File: src/hw/rtl/arrp_pkg.sv
package arrp_pkg;

	localparam int SAMPLE_BITS = 16;
	localparam int RES_W       = SAMPLE_BITS + 1;
	localparam int PARAM_W     = 16;
	localparam int SUM_W       = 22;
	localparam int LEN_W       = 6;
	localparam int BLOCK_LEN_DEF = 32;

	localparam logic [1:0] CFG_STEREO_MODE = 2'd0;
	localparam logic [1:0] CFG_USE_FIXED   = 2'd1;
	localparam logic [1:0] CFG_FIXED_PARAM = 2'd2;

	localparam logic KIND_PARAM = 1'b0;
	localparam logic KIND_RES   = 1'b1;

	typedef struct packed {
		logic             start;
		logic             clr;
		logic [LEN_W-1:0] len;
	} lane_ctl_t;

	typedef struct packed {
		logic               busy;
		logic [PARAM_W-1:0] m;
	} lane_stat_t;

endpackage

File: src/hw/rtl/arrp_lane.sv
module arrp_lane
	import arrp_pkg::*;
(
	input  logic                          clk,
	input  logic                          arst_n,
	input  logic                          acc,
	input  logic                          en,
	input  logic signed [SAMPLE_BITS-1:0] smp,
	input  logic signed [SAMPLE_BITS-1:0] pred,
	input  lane_ctl_t                     ctl,
	output logic signed [RES_W-1:0]       res,
	output lane_stat_t                    stat
);

	logic [RES_W-1:0] mag;
	logic [SUM_W-1:0] sum_q;
	logic [SUM_W-1:0] t_q;
	logic [SUM_W-1:0] m_q;
	logic             busy_q;
	logic             grow;

	assign res  = en ? ({smp[SAMPLE_BITS-1], smp} - {pred[SAMPLE_BITS-1], pred})
	                 : '0;
	assign mag  = res[RES_W-1] ? RES_W'(-res) : RES_W'(res);
	// next power of two still fits: sum >= len * 2m
	assign grow = {t_q, 1'b0} <= {1'b0, sum_q};

	always_ff @(posedge clk or negedge arst_n) begin
		if (!arst_n) begin
			sum_q  <= '0;
			t_q    <= '0;
			m_q    <= '0;
			busy_q <= 1'b0;
		end else begin
			if (ctl.clr) begin
				sum_q <= '0;
			end else if (acc) begin
				sum_q <= sum_q + SUM_W'(mag);
			end
			if (ctl.start) begin
				t_q    <= SUM_W'(ctl.len);
				m_q    <= SUM_W'(1);
				busy_q <= 1'b1;
			end else if (busy_q) begin
				if (grow) begin
					t_q <= {t_q[SUM_W-2:0], 1'b0};
					m_q <= {m_q[SUM_W-2:0], 1'b0};
				end else begin
					busy_q <= 1'b0;
				end
			end
		end
	end

	assign stat.busy = busy_q;
	assign stat.m    = m_q[PARAM_W-1:0];

endmodule

File: src/hw/rtl/arrp_merge.sv
module arrp_merge
	import arrp_pkg::*;
#(
	parameter int BLOCK_LEN = BLOCK_LEN_DEF
) (
	input  logic                    clk,
	input  logic                    arst_n,
	input  logic                    acc,
	input  logic                    eos,
	input  logic signed [RES_W-1:0] res_l,
	input  logic signed [RES_W-1:0] res_r,
	input  lane_stat_t              stat_l,
	input  lane_stat_t              stat_r,
	input  logic                    stereo,
	input  logic                    use_fixed,
	input  logic [PARAM_W-1:0]      fixed_param,
	output logic                    busy,
	output lane_ctl_t               ctl,
	output logic                    out_valid,
	input  logic                    out_stall,
	output logic                    item_kind,
	output logic [PARAM_W-1:0]      param_left,
	output logic [PARAM_W-1:0]      param_right,
	output logic signed [RES_W-1:0] residual_left,
	output logic signed [RES_W-1:0] residual_right,
	output logic                    last_of_run
);

	localparam int FW = $clog2(BLOCK_LEN + 1);
	localparam int AW = (BLOCK_LEN > 1) ? $clog2(BLOCK_LEN) : 1;

	typedef enum logic [5:0] {
		ST_IDLE   = 6'b000001,
		ST_LAUNCH = 6'b000010,
		ST_WAIT   = 6'b000100,
		ST_PARAM  = 6'b001000,
		ST_RD     = 6'b010000,
		ST_LOAD   = 6'b100000
	} state_t;

	state_t              state_q;
	logic [FW-1:0]       fill_q;
	logic [FW-1:0]       n_q;
	logic [AW-1:0]       idx_q;
	logic [2*RES_W-1:0]  mem [BLOCK_LEN];
	logic [2*RES_W-1:0]  rdata_q;
	logic                full;
	logic                ofree;
	logic                load;
	logic                last;
	logic [PARAM_W-1:0]  pl;
	logic [PARAM_W-1:0]  pr;

	logic                    ovalid_q;
	logic                    kind_q;
	logic [PARAM_W-1:0]      pl_q;
	logic [PARAM_W-1:0]      pr_q;
	logic signed [RES_W-1:0] rl_q;
	logic signed [RES_W-1:0] rr_q;
	logic                    last_q;

	assign full  = fill_q == FW'(BLOCK_LEN - 1);
	assign ofree = !ovalid_q || !out_stall;
	assign load  = ofree && (state_q == ST_PARAM || state_q == ST_LOAD);
	assign last  = (FW'(idx_q) + FW'(1)) == n_q;
	assign pl    = use_fixed ? fixed_param : stat_l.m;
	assign pr    = stereo ? (use_fixed ? fixed_param : stat_r.m) : '0;

	assign busy      = state_q != ST_IDLE;
	assign ctl.start = state_q == ST_LAUNCH;
	assign ctl.clr   = (state_q == ST_WAIT) && !stat_l.busy && !stat_r.busy;
	assign ctl.len   = LEN_W'(n_q);

	always_ff @(posedge clk) begin
		if (acc && state_q == ST_IDLE) begin
			mem[fill_q[AW-1:0]] <= {res_l, res_r};
		end
		rdata_q <= mem[idx_q];
	end

	always_ff @(posedge clk or negedge arst_n) begin
		if (!arst_n) begin
			state_q  <= ST_IDLE;
			fill_q   <= '0;
			n_q      <= '0;
			idx_q    <= '0;
			ovalid_q <= 1'b0;
		end else begin
			if (load) begin
				ovalid_q <= 1'b1;
			end else if (!out_stall) begin
				ovalid_q <= 1'b0;
			end
			case (state_q)
				ST_IDLE: begin
					if (acc) begin
						if (full || eos) begin
							n_q     <= fill_q + FW'(1);
							fill_q  <= '0;
							state_q <= ST_LAUNCH;
						end else begin
							fill_q <= fill_q + FW'(1);
						end
					end
				end
				ST_LAUNCH: begin
					state_q <= ST_WAIT;
				end
				ST_WAIT: begin
					if (ctl.clr) begin
						state_q <= ST_PARAM;
					end
				end
				ST_PARAM: begin
					if (ofree) begin
						idx_q    <= '0;
						state_q  <= ST_RD;
					end
				end
				ST_RD: begin
					state_q <= ST_LOAD;
				end
				ST_LOAD: begin
					if (ofree) begin
						if (last) begin
							state_q <= ST_IDLE;
						end else begin
							idx_q   <= idx_q + AW'(1);
							state_q <= ST_RD;
						end
					end
				end
				default: begin
					state_q <= ST_IDLE;
				end
			endcase
		end
	end

	always_ff @(posedge clk) begin
		if (state_q == ST_PARAM && ofree) begin
			kind_q <= KIND_PARAM;
			pl_q   <= pl;
			pr_q   <= pr;
			rl_q   <= '0;
			rr_q   <= '0;
			last_q <= 1'b0;
		end else if (state_q == ST_LOAD && ofree) begin
			kind_q <= KIND_RES;
			pl_q   <= '0;
			pr_q   <= '0;
			rl_q   <= rdata_q[2*RES_W-1:RES_W];
			rr_q   <= rdata_q[RES_W-1:0];
			last_q <= last;
		end
	end

	assign out_valid      = ovalid_q;
	assign item_kind      = kind_q;
	assign param_left     = pl_q;
	assign param_right    = pr_q;
	assign residual_left  = rl_q;
	assign residual_right = rr_q;
	assign last_of_run    = last_q;

endmodule

File: src/hw/rtl/audio_residual_and_rice_parameter.sv
// Frame without flush: taken with no result; next frame may follow at once.
// Flushing frame (block full or end of stream): the per-lane power-of-two search runs,
// then a parameter item and one residual item per frame of the block follow, each
// residual after a registered memory read; input stalls until the last is registered.
// Reset clears configuration to defaults, history, sums and fill count; the residual
// memory is not cleared, only entries written in the current block are read.
module audio_residual_and_rice_parameter
	import arrp_pkg::*;
#(
	parameter int BLOCK_LEN = BLOCK_LEN_DEF
) (
	input  logic                          clk,
	input  logic                          arst_n,
	input  logic                          cfg_valid,
	output logic                          cfg_ready,
	input  logic [1:0]                    cfg_index,
	input  logic [PARAM_W-1:0]            cfg_data,
	input  logic                          in_valid,
	output logic                          in_stall,
	input  logic signed [SAMPLE_BITS-1:0] left_sample,
	input  logic signed [SAMPLE_BITS-1:0] right_sample,
	input  logic                          end_of_stream,
	output logic                          out_valid,
	input  logic                          out_stall,
	output logic                          item_kind,
	output logic [PARAM_W-1:0]            param_left,
	output logic [PARAM_W-1:0]            param_right,
	output logic signed [RES_W-1:0]       residual_left,
	output logic signed [RES_W-1:0]       residual_right,
	output logic                          last_of_run
);

	logic                          stereo_q;
	logic                          use_fixed_q;
	logic [PARAM_W-1:0]            fixed_q;
	logic signed [SAMPLE_BITS-1:0] prev_l_q;
	logic signed [SAMPLE_BITS-1:0] prev_r_q;
	logic                          start_q;
	logic                          busy;
	logic                          acc;
	logic signed [SAMPLE_BITS-1:0] pred_l;
	logic signed [SAMPLE_BITS-1:0] pred_r;
	logic signed [RES_W-1:0]       psum;
	logic signed [RES_W-1:0]       pround;
	logic signed [RES_W-1:0]       res_l;
	logic signed [RES_W-1:0]       res_r;
	lane_ctl_t                     ctl;
	lane_stat_t                    stat_l;
	lane_stat_t                    stat_r;

	assign cfg_ready = 1'b1;
	assign in_stall  = busy;
	assign acc       = in_valid && !busy;

	// right prediction: (prev_right + left) / 2, truncated toward zero
	assign psum   = {prev_r_q[SAMPLE_BITS-1], prev_r_q}
	              + {left_sample[SAMPLE_BITS-1], left_sample};
	assign pround = psum + RES_W'(psum[RES_W-1]);
	assign pred_l = start_q ? '0 : prev_l_q;
	assign pred_r = start_q ? '0 : pround[RES_W-1:1];

	always_ff @(posedge clk or negedge arst_n) begin
		if (!arst_n) begin
			stereo_q    <= 1'b1;
			use_fixed_q <= 1'b0;
			fixed_q     <= PARAM_W'(1);
			prev_l_q    <= '0;
			prev_r_q    <= '0;
			start_q     <= 1'b1;
		end else begin
			if (cfg_valid) begin
				case (cfg_index)
					CFG_STEREO_MODE: stereo_q    <= cfg_data[0];
					CFG_USE_FIXED:   use_fixed_q <= cfg_data[0];
					CFG_FIXED_PARAM: fixed_q     <= cfg_data;
					default: ;
				endcase
			end
			if (acc) begin
				if (end_of_stream) begin
					prev_l_q <= '0;
					prev_r_q <= '0;
					start_q  <= 1'b1;
				end else begin
					prev_l_q <= left_sample;
					prev_r_q <= right_sample;
					start_q  <= 1'b0;
				end
			end
		end
	end

	arrp_lane u_lane_l (
		.clk    (clk),
		.arst_n (arst_n),
		.acc    (acc),
		.en     (1'b1),
		.smp    (left_sample),
		.pred   (pred_l),
		.ctl    (ctl),
		.res    (res_l),
		.stat   (stat_l)
	);

	arrp_lane u_lane_r (
		.clk    (clk),
		.arst_n (arst_n),
		.acc    (acc),
		.en     (stereo_q),
		.smp    (right_sample),
		.pred   (pred_r),
		.ctl    (ctl),
		.res    (res_r),
		.stat   (stat_r)
	);

	arrp_merge #(
		.BLOCK_LEN (BLOCK_LEN)
	) u_merge (
		.clk            (clk),
		.arst_n         (arst_n),
		.acc            (acc),
		.eos            (end_of_stream),
		.res_l          (res_l),
		.res_r          (res_r),
		.stat_l         (stat_l),
		.stat_r         (stat_r),
		.stereo         (stereo_q),
		.use_fixed      (use_fixed_q),
		.fixed_param    (fixed_q),
		.busy           (busy),
		.ctl            (ctl),
		.out_valid      (out_valid),
		.out_stall      (out_stall),
		.item_kind      (item_kind),
		.param_left     (param_left),
		.param_right    (param_right),
		.residual_left  (residual_left),
		.residual_right (residual_right),
		.last_of_run    (last_of_run)
	);

endmodule
File: config.mk
export PLATFORM = sky130hd
export DESIGN_NAME = audio_residual_and_rice_parameter
export DESIGN_NICKNAME = d
export VERILOG_FILES = /design/src/hw/rtl/arrp_pkg.sv /design/src/hw/rtl/arrp_lane.sv /design/src/hw/rtl/arrp_merge.sv /design/src/hw/rtl/audio_residual_and_rice_parameter.sv
export SDC_FILE = /design/constraint.sdc
export NUM_CORES = 2
export LEC_CHECK = 0
export BUFFER_PORTS_ARGS = -buffer_cell sky130_fd_sc_hd__buf_2
export CORE_ASPECT_RATIO = 1.5
export CORE_UTILIZATION = 55
export CTS_BUF_LIST = sky130_fd_sc_hd__clkbuf_2 sky130_fd_sc_hd__clkbuf_4 sky130_fd_sc_hd__clkbuf_8
export CTS_CLUSTER_SIZE = 25
export DETAILED_ROUTE_END_ITERATION = 12
export PLACE_DENSITY_LB_ADDON = 0.05
export SETUP_SLACK_MARGIN = 0.15
export SYNTH_ARGS = -nofsm -noshare
export SYNTH_HDL_FRONTEND = slang
export SYNTH_SLANG_ARGS = --single-unit
File: constraint.sdc
create_clock -name clk -period 10.1 [get_ports clk]
set_clock_uncertainty 0.2 [all_clocks]
set_input_delay 0.505 -clock clk [delete_from_list [all_inputs] [get_ports clk]]
set_output_delay 0.505 -clock clk [all_outputs]
set_load 0.005 [all_outputs]
* After elaboration in Yosys (flattened, before gate mapping)
Memory sizes are Yosys's and may differ from the RTL's. A register that Yosys moved wholly into a read port is not among the register bits. Cells that the tools add are included.
Storage, ports and cells: register bits after elaboration 265, bits in latches 0, RAM bits 1088, memory bits (read-only) 0, bits of input ports 56, output and inout bits 71, logic and storage cells 141, memories kept 1
Operators by class: add/sub/neg operators 11, multipliers 0, div/mod/pow operators 0, order comparisons 2, equal/unequal tests 18, shifts and indexed selects 0, mux-type cells 52, bitwise operators 0, reduce and logical (&&, ||, !) cells 32
Memory list:
- u_merge.mem | words 32, width 34, read ports 1, clocked after memory_dff 1, write ports 1, RTL line arrp_merge.sv:45 | logic [2*RES_W-1:0] mem [BLOCK_LEN];
Operators by type and width (count):
- 2-to-1 mux 16 bit | 16
- 2-to-1 mux 22 bit | 10
- 2-to-1 mux 17 bit | 3
- <= comparator 23 x 22 -> 1 bit | 2
- adder 22 x 17 -> 22 bit | 2
- 2-to-1 mux 6 bit | 6
- case mux 6 bit (6 select lines) | 1
- negator 17 bit | 2
- subtractor 16 x 16 -> 17 bit | 2
- 2-to-1 mux 5 bit | 4
- adder 16 x 16 -> 17 bit | 1
- adder 17 x 1 -> 17 bit | 1
- nonzero test 2 bit | 7
- == test 6 x 5 -> 1 bit (second input constant) | 2
- AND reduction 2 bit | 6
- 2-to-1 mux 1 bit | 11
- case mux 5 bit (2 select lines) | 1
- != test 2 x 1 -> 1 bit (second input constant) | 4
- logical AND 1 bit | 7
- adder 5 x 1 -> 6 bit (second input constant) | 1
- adder 6 x 1 -> 6 bit (second input constant) | 1
- == test 6 x 1 -> 1 bit (second input constant) | 1
- == test 6 x 2 -> 1 bit (second input constant) | 1
- == test 6 x 3 -> 1 bit (second input constant) | 1
- 14 further kinds | 22

* Depth between registers and ports, before layout
depth after elaboration 10, mapped depth 35, depth with buffers taken out 35

* Cells and area by module
Synthesis repeated with hierarchy kept, for this count alone.
Unflattened totals: cells, all modules 3670, area total of the unflattened synthesis 60172.7 um^2
By module, submodules not included:
- arrp_merge | times used 1, cells an instance 2061, area each 45959.1 um^2, sequential area each 35635.4 um^2
- arrp_lane | times used 2, cells an instance 619, area each 5397.7 um^2, sequential area each 1526.5 um^2
- audio_residual_and_rice_parameter | times used 1, cells an instance 371, area each 3418.3 um^2, sequential area each 1280.0 um^2

* Worst setup path before layout
No wires, ideal clock.
path type input to register, start point input port left_sample[0], end point register u_lane_r.sum_q[21], library setup time 0.137 ns, arrival time 7.503 ns, path slack 2.260 ns, stages 32, path buffers 0, cells stage by stage ha_1 inv_1 fa_1 nor2b_1 o31a_4 o311ai_4 a21oi_2 or3_1 and2_4 inv_1 ha_1 nand2_1 nor2_1 xor2_1 nand2_1 ha_1 o21a_1 o31a_1 a211oi_1 or2_2 nor2_1 and4_1 a21oi_1 xnor2_1 ha_1 or3_1 o211ai_1 a31oi_1 o221ai_1 o21ai_0 xnor2_1 nor2_1
On the way: word-level cells in the longest chain between the ends 10
RTL lines:
- from (decl) | RTL line audio_residual_and_rice_parameter.sv:20 | input logic signed [SAMPLE_BITS-1:0] left_sample,
- adder 16 x 16 -> 17 bit * | RTL line audio_residual_and_rice_parameter.sv:57 | + {left_sample[SAMPLE_BITS-1], left_sample};
- adder 17 x 1 -> 17 bit * | RTL line audio_residual_and_rice_parameter.sv:58 | assign pround = psum + RES_W'(psum[RES_W-1]);
- 2-to-1 mux 16 bit * | RTL line audio_residual_and_rice_parameter.sv:60 | assign pred_r = start_q ? '0 : pround[RES_W-1:1];
- subtractor 16 x 16 -> 17 bit * | RTL line arrp_lane.sv:22 | assign res = en ? ({smp[SAMPLE_BITS-1], smp} - {pred[SAMPLE_BITS-1], pred})
- 2-to-1 mux 17 bit * | RTL line arrp_lane.sv:22
- named net res_r[3] | RTL line audio_residual_and_rice_parameter.sv:46 | logic signed [RES_W-1:0] res_r;
- negator 17 bit | RTL line arrp_lane.sv:24 | assign mag = res[RES_W-1] ? RES_W'(-res) : RES_W'(res);
- 2-to-1 mux 17 bit * | RTL line arrp_lane.sv:24
- adder 22 x 17 -> 22 bit * | RTL line arrp_lane.sv:38 | sum_q <= sum_q + SUM_W'(mag);
- 2-to-1 mux 22 bit * | RTL line arrp_lane.sv:37 | end else if (acc) begin
- 2-to-1 mux 22 bit * | RTL line arrp_lane.sv:35 | if (ctl.clr) begin
- to (signal assigned) | RTL line arrp_lane.sv:38
- to (decl) | RTL line arrp_lane.sv:16 | logic [SUM_W-1:0] sum_q;
The timed path passes the listed nets; every way through them passes the cells marked *. The select of a mux whose other input is x is not followed. A chain may end at the register's enable or synchronous reset.

* Worst setup path in the final report
start point register prev_r_q[0], end point register u_lane_r.sum_q[20]
On the way: word-level cells in the longest chain between the ends 10
RTL lines:
- from (decl) | RTL line audio_residual_and_rice_parameter.sv:37 | logic signed [SAMPLE_BITS-1:0] prev_r_q;
- from (signal assigned) | RTL line audio_residual_and_rice_parameter.sv:86 | prev_r_q <= right_sample;
- adder 16 x 16 -> 17 bit * | RTL line audio_residual_and_rice_parameter.sv:57
- adder 17 x 1 -> 17 bit * | RTL line audio_residual_and_rice_parameter.sv:58
- 2-to-1 mux 16 bit * | RTL line audio_residual_and_rice_parameter.sv:60
- subtractor 16 x 16 -> 17 bit * | RTL line arrp_lane.sv:22
- 2-to-1 mux 17 bit * | RTL line arrp_lane.sv:22
- named net res_r[16] | RTL line audio_residual_and_rice_parameter.sv:46
- negator 17 bit | RTL line arrp_lane.sv:24
- 2-to-1 mux 17 bit * | RTL line arrp_lane.sv:24
- adder 22 x 17 -> 22 bit * | RTL line arrp_lane.sv:38
- 2-to-1 mux 22 bit * | RTL line arrp_lane.sv:37
- 2-to-1 mux 22 bit * | RTL line arrp_lane.sv:35
Marks and branches as above.

==> summary.txt <==
Clock network
  • Total CTS buffers: 198
  • Clock Tree Buf Depth: 3
  • Post-CTS sizing: 0
  • Post-CTS Hold Fix Bufs: 58
  • Clk_lat worst skew: 0.92 ns
  • Clk root buf: clkbuf_8
  • Htree depth: 4
  • CTS clk-pin slew, worst paths: 0.07 ns
  • Setup bufs post-CTS: 0
  • CTS Sinks: 1387
  • CTS tree: built

Setup path
  • Critical path's top delay family: compound AO/OA/AOI/OAI gates
  • R2R Path End: u_lane_r.sum_q[20]$_DFFE_PN0P_
  • Most frequent CP cell: nand2_1
  • Setup CP Type: reg -> reg
  • CP max-delay cell: o41ai_1
  • Crit start category: register
  • R2r startpoint: prev_r_q[0]$_DFFE_PN0P_
  • Reg2reg path depth: 36
  • Setup slack, reg-to-reg: 1.52 ns
  • Endpoint of the worst setup timing path: u_lane_r.sum_q[20]$_DFFE_PN0P_
  • Crit end category: register
  • Max stage delay on crit path: 0.60 ns
  • Worst path bufs/invs: 4
  • Critical Path Stages: 36
  • Crit Path Max Fanout: 35
  • CP arrival: 9.22 ns
  • CP startpoint: prev_r_q[0]$_DFFE_PN0P_
  • Req. time, crit path: 10.74 ns

Global route
  • First-pass GRT wire length: 228000 um
  • Initial antenna violation count: 6
  • Total global-route track usage: 28.8%
  • Largest net degree at the start of global routing: 113
  • Vias in the first global route: 35800
  • Remaining global-route overflow: 0

Pwr
  • Worst vdd ir: 0.196 mV
  • Switching share of power: 35.8%
  • Sw power: 7.44 mW
  • Clock network fraction of design power: 22.7%
  • Power Density: 308 nW/um^2
  • Comb power frac: 37.3%
  • Int Pwr: 13.3 mW
  • Total Power: 20.8 mW
  • Pleak: 23.6 nW
  • Sequential Power Share: 40.0%

Min path
  • WHS Path Cells: 3
  • Worst hold path type: in -> reg

Routing
  • Vias: 34300
  • WL/cell: 28.1 um
  • DR iter-0 viols: 2982
  • DRT antenna net count: 0
  • Residual DRC count: 0
  • Vias/cell: 6.21
  • Drt pass-1 iters: 5
  • Total wire length: 155000 um

Run
  • Maximum capacitance violations: 0

STA
  • Final Worst Setup Slack: 1.52 ns
  • Setup Viol. Count Final: 0
  • Final max-slew violation count: 0
  • Fin. Hold Viols: 0
  • Minimum clock period: 8.58 ns
  • Period utilization: 84.9%
  • RSZ-0062 raised after global routing: no
  • Worst-Margin Slew: 1.29 ns
  • Worst slew margin: 13.8%
  • Fmax: 0.117 GHz
  • Setup TNS: 0 ns

Place
  • Final GP Congestion: 0.895
  • Post-Place Worst Slack: 1.41 ns
  • HPWL after DPL: 89900 um
  • Port Buffers: 125
  • Placed insts: 5091

Floorplan
  • DIE WIDTH: 271 um
  • Core Box Area: 107000 sq um
  • Die area: 110000 sq um
  • Io pins: 127
  • Initial Utilization: 55.6%
  • Chip Height: 406 um
  • Row count: 147

Yosys
  • Synthesized net count: 3838
  • Seq/Total Area, Yosys: 66.9%
  • Cell Area, Synth: 59700 sq um
  • Syn_area_per_cell: 16.4 sq um
  • Post-synth EDFFs: 1120
  • Ys async rst share: 14.2%
  • Mapped Cells: 3641
  • Unique cell type count in the Yosys netlist: 98
  • Synth Register Bits: 1387
  • YS warnings: 0
  • Main synth FF type: edfxtp_1

Finish
  • Fillers: 7806
  • Area of the multi-input gates: 19100 sq um
  • Final std cells w/o fill: 5527
  • Ratio of cells with drive above 1 in the final layout: 25.8%
  • Nets: 4131
  • Layout Area Growth over Synthesis: 12.7%
  • FF+latch area: 40000 sq um

Status
  • Status: finished, final reports clean
## per-layer routing
layer  vias up  GRT usage (%)  part of all wire, %
met5         -              0               0.0077
met3       349           4.71                  6.0
met4         2           13.4                  4.6
met1     17900           34.7                   37
li1      14800              -                    -
met2      1290           50.7                   52
## logic make-up after synthesis
kind of cell	synth area share, %
compound gates	5.40
xor+xnor	1.38
fa+ha+maj	3.02
buf+inv	1.79
flops	66.9
mux	15.2
other cells	0.00628
simple gates	6.32
## final cells by class
| cell class | count | share of cell area (%) |
|---|---|---|
| antenna | 3 | 0.0111 |
| clock buffer | 305 | 5.56 |
| clock inverter | 70 | 0.842 |
| inverter | 99 | 0.552 |
| multi-input combinational | 1990 | 28.3 |
| sequential | 1387 | 59.4 |
| tap | 1415 | 2.63 |
| timing repair buffer | 258 | 2.68 |
## Yosys cell counts (12+ instances only)
cell type | instances | share of area [%]
inv_1 | 97 | 0.61
o211ai_1 | 12 | 0.15
or3_1 | 15 | 0.16
xor2_1 | 43 | 0.63
nor2_1 | 134 | 0.84
xnor2_1 | 49 | 0.72
o21a_1 | 26 | 0.33
clkbuf_1 | 116 | 0.73
a31oi_1 | 16 | 0.17
dfrtp_1 | 193 | 8.1
ha_1 | 136 | 2.8
o21ai_0 | 130 | 1.1
nand2_1 | 336 | 2.1
nand3b_1 | 21 | 0.26
a21o_1 | 44 | 0.55
nand3_1 | 53 | 0.44
o31ai_1 | 13 | 0.16
nor3_1 | 37 | 0.31
mux4_2 | 340 | 13
edfxtp_1 | 1120 | 56
dfxtp_1 | 70 | 2.3
nand4_1 | 21 | 0.22
mux2i_1 | 74 | 1.2
and3_1 | 12 | 0.13
a21oi_1 | 142 | 1.2
nor2b_1 | 17 | 0.18
mux2_2 | 60 | 1.1
nand2b_1 | 74 | 0.77
and2_1 | 14 | 0.15
buf_2 | 33 | 0.28
## tightest hold or removal path, stage by stage
cell and delay, ns:
dlygate4sd3_1 0.52, buf_2 0.09, mux2_2 0.12
## worst min path at each step
stage / startpoint / end / slack, ns
3_5_place_dp: u_merge.rdata_q[24]$_DFF_P_ / u_merge.residual_left[7]$_SDFFE_PP0P_ / 0.23
4_1_cts: cfg_data[12] / fixed_q[12]$_DFFE_PN0P_ / 0.08
2_1_floorplan: arst_n / fixed_q[10]$_DFFE_PN0P_ / 0.009
3_3_place_gp: u_merge.rdata_q[1]$_DFF_P_ / u_merge.residual_right[1]$_SDFFE_PP0P_ / 0.23
5_1_grt: cfg_data[13] / fixed_q[13]$_DFFE_PN0P_ / 0.11
6_report: cfg_data[10] / fixed_q[10]$_DFFE_PN0P_ / 0.16
## registers in the layout (all words and copies together), names as in the netlist, 16 cells and up
| name | cells |
|---|---|
| u_lane_l.t_q | 22 |
| prev_r_q | 16 |
| fixed_q | 16 |
| u_merge.param_right | 16 |
| u_lane_r.sum_q | 22 |
| u_merge.mem | 1088 |
| u_merge.param_left | 16 |
| u_merge.residual_right | 17 |
| u_merge.rdata_q | 34 |
| u_lane_l.m_q | 16 |
| u_lane_r.t_q | 22 |
| u_lane_r.m_q | 16 |
| u_lane_l.sum_q | 22 |
| u_merge.residual_left | 17 |
| prev_l_q | 16 |
## power groups by stage
| stage | Combinational (mW) | Clock, mW | Sequential, mW |
|---|---|---|---|
| 2_1_floorplan | 5.41 | 0 | 8.18 |
| 3_3_place_gp | 7.45 | 0 | 8.41 |
| 3_5_place_dp | 7.68 | 0 | 8.43 |
| 4_1_cts | 7.74 | 4.80 | 8.32 |
| 5_1_grt | 8.43 | 5.02 | 8.37 |
| 6_report | 7.75 | 4.71 | 8.31 |
## layout by cell type (no fill, tap or decap), types with 70 or more instances in the layout
cell type	n
buf_4	74
dfrtp_1	188
ha_1	136
buf_2	124
clkbuf_8	233
clkbuf_4	73
inv_1	97
o21ai_0	129
a21oi_1	140
mux2i_1	73
nand2b_1	73
mux4_2	340
nand2_1	335
dfxtp_1	70
nor2_1	98
edfxtp_1	1120
## metrics by stage
step,utilization [%],hold WS [ns],cell area [sq um]
final,62.7,0.160,67300
after global routing,62.7,0.109,67300
after CTS,62.7,0.0778,67300
after detailed placement,58.1,0.232,62400
after global placement,58.1,0.226,62400
after floorplan,-,0.00941,59700
No activity file was read; power rests on OpenSTA's default activity.
